**src/rtl/core/stereo_peak_meter_with_clip_hold_assert.svh**
```systemverilog
// ----------------------------------------------------------------------------
// Peak meter assertion macros
// Shared property forms for the meter's concurrent checks.
// ----------------------------------------------------------------------------
`ifndef STEREO_PEAK_METER_WITH_CLIP_HOLD_ASSERT_SVH
`define STEREO_PEAK_METER_WITH_CLIP_HOLD_ASSERT_SVH

// Same-cycle implication, clocked on clk and disabled during reset.
`define SPM_ASSERT_NOW(label, ante, cons) \
    label: assert property (@(posedge clk) disable iff (!rst_n) (ante) |-> (cons)) \
        else $error("peak meter check failed");

// Next-cycle implication, clocked on clk and disabled during reset.
`define SPM_ASSERT_NEXT(label, ante, cons) \
    label: assert property (@(posedge clk) disable iff (!rst_n) (ante) |=> (cons)) \
        else $error("peak meter check failed");

`endif

```
**src/rtl/core/spm_pkg.sv**
```systemverilog
// ----------------------------------------------------------------------------
// Peak meter package
// Field widths, register map, command codes and the segment threshold math.
// ----------------------------------------------------------------------------
package spm_pkg;

    localparam int LEVEL_W = 16;
    localparam int LIT_W   = 5;
    localparam int CNT_W   = 8;
    localparam int THR_W   = LEVEL_W + 1;

    localparam int SEGMENTS_DEFAULT = 16;

    localparam int CFG_DATA_W = 32;
    localparam int CFG_ADDR_W = 4;
    localparam int S_DATA_W   = 32;
    localparam int M_DATA_W   = 48;

    localparam logic [LEVEL_W-1:0] DECAY_RESET      = 16'd55706;
    localparam logic [LEVEL_W-1:0] CLIP_LEVEL_RESET = 16'd16368;
    localparam logic [CNT_W-1:0]   CLIP_HOLD_RESET  = 8'd30;

    // word index of each register (byte address 4*i)
    localparam logic [1:0] REG_DECAY      = 2'd0;
    localparam logic [1:0] REG_CLIP_LEVEL = 2'd1;
    localparam logic [1:0] REG_CLIP_HOLD  = 2'd2;

    typedef enum logic {
        CMD_TICK  = 1'b0,
        CMD_CLEAR = 1'b1
    } cmd_t;

    localparam longint DB_PER_OCTAVE_Q16 = 64'sd394566;

    // log2 in Q5.16 by repeated squaring; used at elaboration only
    function automatic logic [20:0] spm_log2_q16(input logic [LEVEL_W-1:0] x);
        logic [4:0]  n;
        logic [15:0] frac;
        logic [63:0] m;
        n    = 5'd0;
        frac = 16'd0;
        for (int b = 1; b < LEVEL_W; b++)
        begin
            if (x[b])
            begin
                n = 5'(b);
            end
        end
        m = 64'(x) << (30 - int'(n));
        for (int k = 1; k <= 16; k++)
        begin
            m = (m * m) >> 30;
            if (m >= (64'd2 << 30))
            begin
                m = m >> 1;
                frac[16-k] = 1'b1;
            end
        end
        return {n, frac};
    endfunction

    function automatic logic spm_seg_on(input logic [LEVEL_W-1:0] x, input int segs,
                                        input int idx);
        longint d;
        longint rhs;
        d   = DB_PER_OCTAVE_Q16 * (longint'(spm_log2_q16(x)) - longint'(14 * 65536));
        rhs = longint'(42 * idx - 36 * segs) <<< 32;
        return (x != '0) && (d * longint'(segs) > rhs);
    endfunction

    // smallest level that lights segment idx; 2^16 when none does
    function automatic logic [THR_W-1:0] spm_threshold(input int segs, input int idx);
        int lo;
        int hi;
        int mid;
        if (!spm_seg_on(16'hFFFF, segs, idx))
        begin
            return THR_W'(1 << LEVEL_W);
        end
        lo = 1;
        hi = (1 << LEVEL_W) - 1;
        for (int it = 0; it < THR_W; it++)
        begin
            if (lo < hi)
            begin
                mid = (lo + hi) >> 1;
                if (spm_seg_on(LEVEL_W'(mid), segs, idx))
                begin
                    hi = mid;
                end
                else
                begin
                    lo = mid + 1;
                end
            end
        end
        return THR_W'(lo);
    endfunction

endpackage

```
**src/rtl/core/stereo_peak_meter_with_clip_hold.sv**
```systemverilog
// ----------------------------------------------------------------------------
// Stereo peak meter with clip hold
// Usage:
//   s_* carries one word per display tick: tuser is the command (tick or
//   clear clip), tdata the left and right peaks in unsigned Q2.14. m_* returns
//   one word per input word: held levels, lit segment counts and clip flags.
//   The APB port sets decay factor, clip level and clip hold count; write it
//   only while no words are in flight.
// Timing:
//   From the accepting edge to m_tvalid a word passes three register stages:
//   input register, level update (one 16x16 multiply in the hold feedback
//   loop), then clip counter and segment compare into the output register.
//   One word per cycle is sustained with no gaps while m_tready stays high.
// Reset:
//   Held levels, clip counter and clip latch clear; registers return to
//   0.85 decay, clip level 16368, hold 30. No clearing pass is needed.
// Stall:
//   While m_tvalid is high and m_tready low the whole pipe holds and s_tready
//   drops; nothing is lost or repeated.
// ----------------------------------------------------------------------------
module stereo_peak_meter_with_clip_hold #(
    parameter int SEGMENTS = spm_pkg::SEGMENTS_DEFAULT
) (
    input  logic                           clk,
    input  logic                           rst_n,
    input  logic                           s_tvalid,
    output logic                           s_tready,
    // [15:0] left_peak, [31:16] right_peak
    input  logic [spm_pkg::S_DATA_W-1:0]   s_tdata,
    // [0] cmd
    input  logic                           s_tuser,
    output logic                           m_tvalid,
    input  logic                           m_tready,
    // [15:0] left_level, [31:16] right_level, [36:32] left_lit,
    // [41:37] right_lit, [42] clip_on, [43] clip_seen, [47:44] zero
    output logic [spm_pkg::M_DATA_W-1:0]   m_tdata,
    input  logic                           psel,
    input  logic                           penable,
    input  logic                           pwrite,
    input  logic [spm_pkg::CFG_ADDR_W-1:0] paddr,
    input  logic [spm_pkg::CFG_DATA_W-1:0] pwdata,
    output logic [spm_pkg::CFG_DATA_W-1:0] prdata,
    output logic                           pready
);
    import spm_pkg::*;

    `include "stereo_peak_meter_with_clip_hold_assert.svh"

    // configuration registers
    logic [LEVEL_W-1:0] decay_reg;
    logic [LEVEL_W-1:0] clip_level_reg;
    logic [CNT_W-1:0]   clip_hold_reg;
    logic               cfg_write;

    assign pready    = 1'b1;
    assign cfg_write = psel && penable && pwrite && pready;

    always_ff @(posedge clk or negedge rst_n)
    begin
        if (!rst_n)
        begin
            decay_reg      <= DECAY_RESET;
            clip_level_reg <= CLIP_LEVEL_RESET;
            clip_hold_reg  <= CLIP_HOLD_RESET;
        end
        else if (cfg_write)
        begin
            unique case (paddr[3:2])
                REG_DECAY:      decay_reg      <= pwdata[LEVEL_W-1:0];
                REG_CLIP_LEVEL: clip_level_reg <= pwdata[LEVEL_W-1:0];
                REG_CLIP_HOLD:  clip_hold_reg  <= pwdata[CNT_W-1:0];
                default:        ;
            endcase
        end
    end

    always_comb
    begin
        unique case (paddr[3:2])
            REG_DECAY:      prdata = CFG_DATA_W'(decay_reg);
            REG_CLIP_LEVEL: prdata = CFG_DATA_W'(clip_level_reg);
            REG_CLIP_HOLD:  prdata = CFG_DATA_W'(clip_hold_reg);
            default:        prdata = '0;
        endcase
    end

    // pipeline control: every stage advances when the output can move
    logic advance;
    logic in_valid_reg;
    logic s1_valid_reg;
    logic out_valid_reg;
    cmd_t in_cmd_reg;
    cmd_t s1_cmd_reg;
    logic [LEVEL_W-1:0] in_left_reg;
    logic [LEVEL_W-1:0] in_right_reg;

    assign advance  = !out_valid_reg || m_tready;
    assign s_tready = advance;
    assign m_tvalid = out_valid_reg;

    always_ff @(posedge clk or negedge rst_n)
    begin
        if (!rst_n)
        begin
            in_valid_reg  <= 1'b0;
            s1_valid_reg  <= 1'b0;
            out_valid_reg <= 1'b0;
        end
        else if (advance)
        begin
            in_valid_reg  <= s_tvalid;
            s1_valid_reg  <= in_valid_reg;
            out_valid_reg <= s1_valid_reg;
        end
    end

    always_ff @(posedge clk)
    begin
        if (advance)
        begin
            in_cmd_reg   <= cmd_t'(s_tuser);
            in_left_reg  <= s_tdata[LEVEL_W-1:0];
            in_right_reg <= s_tdata[2*LEVEL_W-1:LEVEL_W];
            s1_cmd_reg   <= in_cmd_reg;
        end
    end

    // level update stage
    logic               level_update;
    logic [LEVEL_W-1:0] left_level;
    logic [LEVEL_W-1:0] right_level;
    logic [LIT_W-1:0]   left_lit;
    logic [LIT_W-1:0]   right_lit;

    assign level_update = advance && in_valid_reg && (in_cmd_reg == CMD_TICK);

    spm_channel #(
        .SEGMENTS (SEGMENTS)
    ) u_left (
        .clk    (clk),
        .rst_n  (rst_n),
        .update (level_update),
        .peak   (in_left_reg),
        .decay  (decay_reg),
        .level  (left_level),
        .lit    (left_lit)
    );

    spm_channel #(
        .SEGMENTS (SEGMENTS)
    ) u_right (
        .clk    (clk),
        .rst_n  (rst_n),
        .update (level_update),
        .peak   (in_right_reg),
        .decay  (decay_reg),
        .level  (right_level),
        .lit    (right_lit)
    );

    // clip stage
    logic               clip_step;
    logic               clip_hit;
    logic [LEVEL_W-1:0] louder;
    logic [CNT_W-1:0]   clip_cnt_reg;
    logic [CNT_W-1:0]   clip_cnt_next;
    logic [CNT_W-1:0]   clip_cnt_load;
    logic               clip_latch_reg;
    logic               clip_latch_next;

    assign clip_step = advance && s1_valid_reg;
    assign louder    = (left_level > right_level) ? left_level : right_level;
    assign clip_hit  = (louder >= clip_level_reg);

    always_comb
    begin
        clip_cnt_next   = clip_cnt_reg;
        clip_latch_next = clip_latch_reg;
        clip_cnt_load   = clip_hit ? clip_hold_reg : clip_cnt_reg;
        if (clip_step)
        begin
            case (s1_cmd_reg)
                CMD_CLEAR:
                begin
                    clip_cnt_next   = '0;
                    clip_latch_next = 1'b0;
                end
                default:
                begin
                    clip_latch_next = clip_latch_reg || clip_hit;
                    // count down after any reload
                    clip_cnt_next   = (clip_cnt_load != '0) ? clip_cnt_load - 1'b1 : '0;
                end
            endcase
        end
    end

    always_ff @(posedge clk or negedge rst_n)
    begin
        if (!rst_n)
        begin
            clip_cnt_reg   <= '0;
            clip_latch_reg <= 1'b0;
        end
        else
        begin
            clip_cnt_reg   <= clip_cnt_next;
            clip_latch_reg <= clip_latch_next;
        end
    end

    // output register
    logic [LEVEL_W-1:0] out_left_level_reg;
    logic [LEVEL_W-1:0] out_right_level_reg;
    logic [LIT_W-1:0]   out_left_lit_reg;
    logic [LIT_W-1:0]   out_right_lit_reg;
    logic               out_clip_on_reg;
    logic               out_clip_seen_reg;

    always_ff @(posedge clk)
    begin
        if (clip_step)
        begin
            out_left_level_reg  <= left_level;
            out_right_level_reg <= right_level;
            out_left_lit_reg    <= left_lit;
            out_right_lit_reg   <= right_lit;
            out_clip_on_reg     <= (clip_cnt_next != '0);
            out_clip_seen_reg   <= clip_latch_next;
        end
    end

    assign m_tdata = {4'b0000, out_clip_seen_reg, out_clip_on_reg, out_right_lit_reg,
                      out_left_lit_reg, out_right_level_reg, out_left_level_reg};

    `SPM_ASSERT_NOW(a_cnt_needs_latch, clip_cnt_reg != '0, clip_latch_reg)
    `SPM_ASSERT_NEXT(a_clear_drops_clip, clip_step && (s1_cmd_reg == CMD_CLEAR),
                     !out_clip_on_reg && !out_clip_seen_reg)
    `SPM_ASSERT_NOW(a_zero_level_dark, out_valid_reg && (out_left_level_reg == '0),
                    out_left_lit_reg == '0)
    `SPM_ASSERT_NOW(a_out_from_pipe, $rose(out_valid_reg), $past(s1_valid_reg))

endmodule

```
**src/rtl/core/spm_channel.sv**
```systemverilog
// ----------------------------------------------------------------------------
// Peak meter channel
// Held level with multiplicative decay, and the lit segment count of it.
// ----------------------------------------------------------------------------
module spm_channel #(
    parameter int SEGMENTS = spm_pkg::SEGMENTS_DEFAULT
) (
    input  logic                        clk,
    input  logic                        rst_n,
    input  logic                        update,
    input  logic [spm_pkg::LEVEL_W-1:0] peak,
    input  logic [spm_pkg::LEVEL_W-1:0] decay,
    output logic [spm_pkg::LEVEL_W-1:0] level,
    output logic [spm_pkg::LIT_W-1:0]   lit
);
    import spm_pkg::*;

    localparam int CW = $clog2(SEGMENTS + 1);

    logic [LEVEL_W-1:0]   hold_reg;
    logic [LEVEL_W-1:0]   hold_next;
    logic [2*LEVEL_W-1:0] product;
    logic [LEVEL_W-1:0]   decayed;
    logic [SEGMENTS-1:0]  seg_on;
    logic [CW-1:0]        count;

    assign product = hold_reg * decay;
    assign decayed = product[2*LEVEL_W-1:LEVEL_W];

    always_comb
    begin
        hold_next = hold_reg;
        if (update)
        begin
            hold_next = (peak > decayed) ? peak : decayed;
        end
    end

    always_ff @(posedge clk or negedge rst_n)
    begin
        if (!rst_n)
        begin
            hold_reg <= '0;
        end
        else
        begin
            hold_reg <= hold_next;
        end
    end

    // compare against the build-time dB thresholds
    for (genvar g = 0; g < SEGMENTS; g++)
    begin : g_seg
        localparam logic [THR_W-1:0] THR = spm_threshold(SEGMENTS, g);
        assign seg_on[g] = ({1'b0, hold_reg} >= THR);
    end

    always_comb
    begin
        count = '0;
        for (int i = 0; i < SEGMENTS; i++)
        begin
            count = count + CW'(seg_on[i]);
        end
    end

    assign level = hold_reg;
    assign lit   = LIT_W'(count);

endmodule
```
**config.mk**
```make
export PLATFORM = sky130hd
export DESIGN_NAME = stereo_peak_meter_with_clip_hold
export DESIGN_NICKNAME = d
export VERILOG_FILES = /design/src/rtl/core/spm_pkg.sv /design/src/rtl/core/stereo_peak_meter_with_clip_hold.sv /design/src/rtl/core/spm_channel.sv
export VERILOG_INCLUDE_DIRS = /design/src /design/src/rtl/core
export SDC_FILE = /design/constraint.sdc
export NUM_CORES = 2
export LEC_CHECK = 0
export ABC_AREA = 1
export BUFFER_PORTS_ARGS = -buffer_cell sky130_fd_sc_hd__clkbuf_2
export CAP_MARGIN = 20
export CORE_MARGIN = 3
export CORE_UTILIZATION = 58
export DETAILED_ROUTE_END_ITERATION = 8
export PLACE_DENSITY = 0.79
export SYNTH_ARGS = -nofsm -noshare
export SYNTH_HDL_FRONTEND = slang
export SYNTH_HIERARCHICAL = 1
export SYNTH_SLANG_ARGS = --single-unit
```
**constraint.sdc**
```tcl
create_clock -name clk -period 7.3 [get_ports clk]
set_clock_uncertainty 0.05 [all_clocks]
set_input_delay 0.365 -clock clk [delete_from_list [all_inputs] [get_ports clk]]
set_output_delay 0.365 -clock clk [all_outputs]
set_load 0.1 [all_outputs]
```
==> results.json <==
{
  "outcome": "finished, final reports clean",
  "wl_microns": 81500,
  "setup_violations": 0,
  "path_clk_slew_ns": 0.08,
  "final_common_cell": "nand2_1",
  "row_count": 80,
  "ys_ff_latch": 162,
  "slew_headroom": 0.279,
  "final.min_clock_period_ns": 7.27,
  "slew_violations": 0,
  "clock-sinks": 162,
  "synthFlopType": "edfxtp_1",
  "grt_pass1_wl_microns": 125000,
  "drc": 0,
  "startpoint_type": "flip-flop",
  "clockBufferDepth": 2,
  "via_per_inst": 5.46,
  "clock_latency_ns": 0.47,
  "globalRouteOverflowTotal": 0,
  "fmax_mhz": 138,
  "avgSynthCellArea_sq_um": 7.53,
  "crit_path_end_kind": "flip-flop",
  "path_common_cell": "fa_1",
  "slowest_delay_ns": 0.62,
  "yosysTopAreaCell": "fa_1",
  "root_buffer": "clkbuf_16",
  "seq_area_sq_mm": 0.00449,
  "rsz0062_at_grt": "yes",
  "cp_slowest_cell": "dfstp_2",
  "fill_cells": 3717,
  "wire_per_inst_microns": 17.5,
  "n_antenna_cell": 0,
  "syn-instance-count": 3777,
  "cts_tree": "done",
  "synth.top_cell.area_share": 0.286,
  "max-cap-violations": 0,
  "dp_hpwl_microns": 61600,
  "hold_violations": 0,
  "hold_path.class": "in2reg",
  "critPathBufInv": 5,
  "via_count": 25392,
  "gp_congestion": 0.955,
  "yosysUniqueCellTypes": 59,
  "die_w_microns": 227,
  "path_class": "reg2reg",
  "worstPathRequired_ns": 7.62,
  "synth_area_sq_mm": 0.0284,
  "drt_first_pass_iters": 6,
  "cts_buffers": 17,
  "ios": 159,
  "multi_input_area_sq_mm": 0.0206,
  "area_growth_pct": 16.7,
  "arrival_ns": 7.59,
  "synth-edff-count": 78,
  "coreArea_sq_mm": 0.0480,
  "netlist_top_cells_area": "fa_1 (29%), nand2_1 (14%), inv_1 (13%)",
  "worstMarginPinSlew_ns": 1.08,
  "ys_warn_count": 6,
  "die_h_microns": 227,
  "crit_fanout": 11,
  "finalCritPeriodShare": 0.995,
  "port_buffers": 119,
  "antenna_found_initial": 0,
  "fin_nets": 4780,
  "dr.first_iter.drc_count": 2422,
  "htreeDepth": 4,
  "track_usage": 0.310,
  "final_cell_mix": "nand2_1 (995), inv_1 (936), fa_1 (401)",
  "drive_gt1_frac": 0.166,
  "crit_family": "adder cells",
  "initial_core_util": 0.592,
  "die_area_sq_mm": 0.0517,
  "async_flop_share": 0.519,
  "ant_nets": 0,
  "yosysSeqAreaShare": 0.157,
  "final_area_sq_mm": 0.0332,
  "grt_pass1_vias": 24689,
  "placed_area_sq_mm": 0.0312,
  "grt_start_max_net_pins": 50
}
[stage by stage]
step	worst slack, ns	TNS, ns	util	instances	hold slack, ns
after detailed placement	-0.191	-2.91	0.648	4574	0.373
after floorplan	0.250	0	-	3796	0.0194
after global routing	-0.181	-4.00	0.691	4648	0.00988
final	0.0340	0	0.691	4648	0.0237
after global placement	-0.0310	-0.111	0.648	4574	0.366
after CTS	0.00368	0	0.665	4618	0.00127
[cells in the mapped netlist (10+ instances only)]
library cell and instances:
inv_1 956, dfrtp_1 61, clkbuf_1 114, a21oi_1 117
nor3_1 29, nor2_1 156, fa_1 406, nand3_1 125
ha_1 278, nand4_1 24, buf_2 10, buf_1 19
edfxtp_1 78, o21ai_0 138, dfstp_2 23, buf_4 26
nand2_2 20, nand2_1 1030, and2_1 29
[kinds of logic after synthesis]
family	count (synthesis)	share of synthesized area
flip-flops	162	0.157
AO/OA/AOI/OAI	323	0.0633
adder cells (fa/ha/maj)	684	0.408
AND/OR/NAND/NOR	1457	0.212
XOR/XNOR	12	0.00370
other	2	0.000264
buffers and inverters	1137	0.155
[cell type report]
type / instances / share of cell area
inverters: 961 / 0.109
flip-flops and latches: 162 / 0.135
clock inverters: 14 / 0.00449
repair buffers: 378 / 0.0936
well taps: 615 / 0.0232
clock buffers: 18 / 0.0136
multi-input cells: 2500 / 0.621
[worst register-to-register path, delay by kind of cell (launching register included)]
kind / cells / cell delay (ns)
AND/OR/NAND/NOR: 13 / 1.84
buffers and inverters: 5 / 0.50
flip-flops: 1 / 0.62
adder cells (fa/ha/maj): 8 / 3.67
AO/OA/AOI/OAI: 3 / 0.48
[routing by layer]
metal | wire (microns) | GRT usage
met1 | 32800 | 0.434
met2 | 37400 | 0.489
met3 | 8330 | 0.0638
met4 | 2960 | 0.0986
met5 | 0 | 0
[path summary, 6_finish.rpt]
path | endpoint | cells after the start | slack, ns | from
max in group asynchronous | clip_hold_reg[7] | 3 | 5.70 | rst_n
hold / removal | in_left_reg[14] | 1 | 0.02 | s_tdata[14]
min in group asynchronous | m_tvalid | 2 | 0.43 | rst_n
hold reg to reg | clip_hold_reg[5] | 2 | 0.43 | clip_hold_reg[5]
setup / recovery | u_right/level[4] | 29 | 0.03 | decay_reg[7]
setup reg to reg | u_right/level[4] | 29 | 0.03 | decay_reg[7]
[what timing repair did]
action	4_1_cts	5_1_grt
endpoints found under the hold margin	43	0
gates resized for setup	18	269
cloned	1	5
hold buffers	9	0
setup buffers	2	25
endpoints found under the setup margin	32	32
pin swaps	1	76
Power is left out: the tool's default activity adds up to more than one toggle a clock period on the data nets, which glitch-free logic cannot reach.
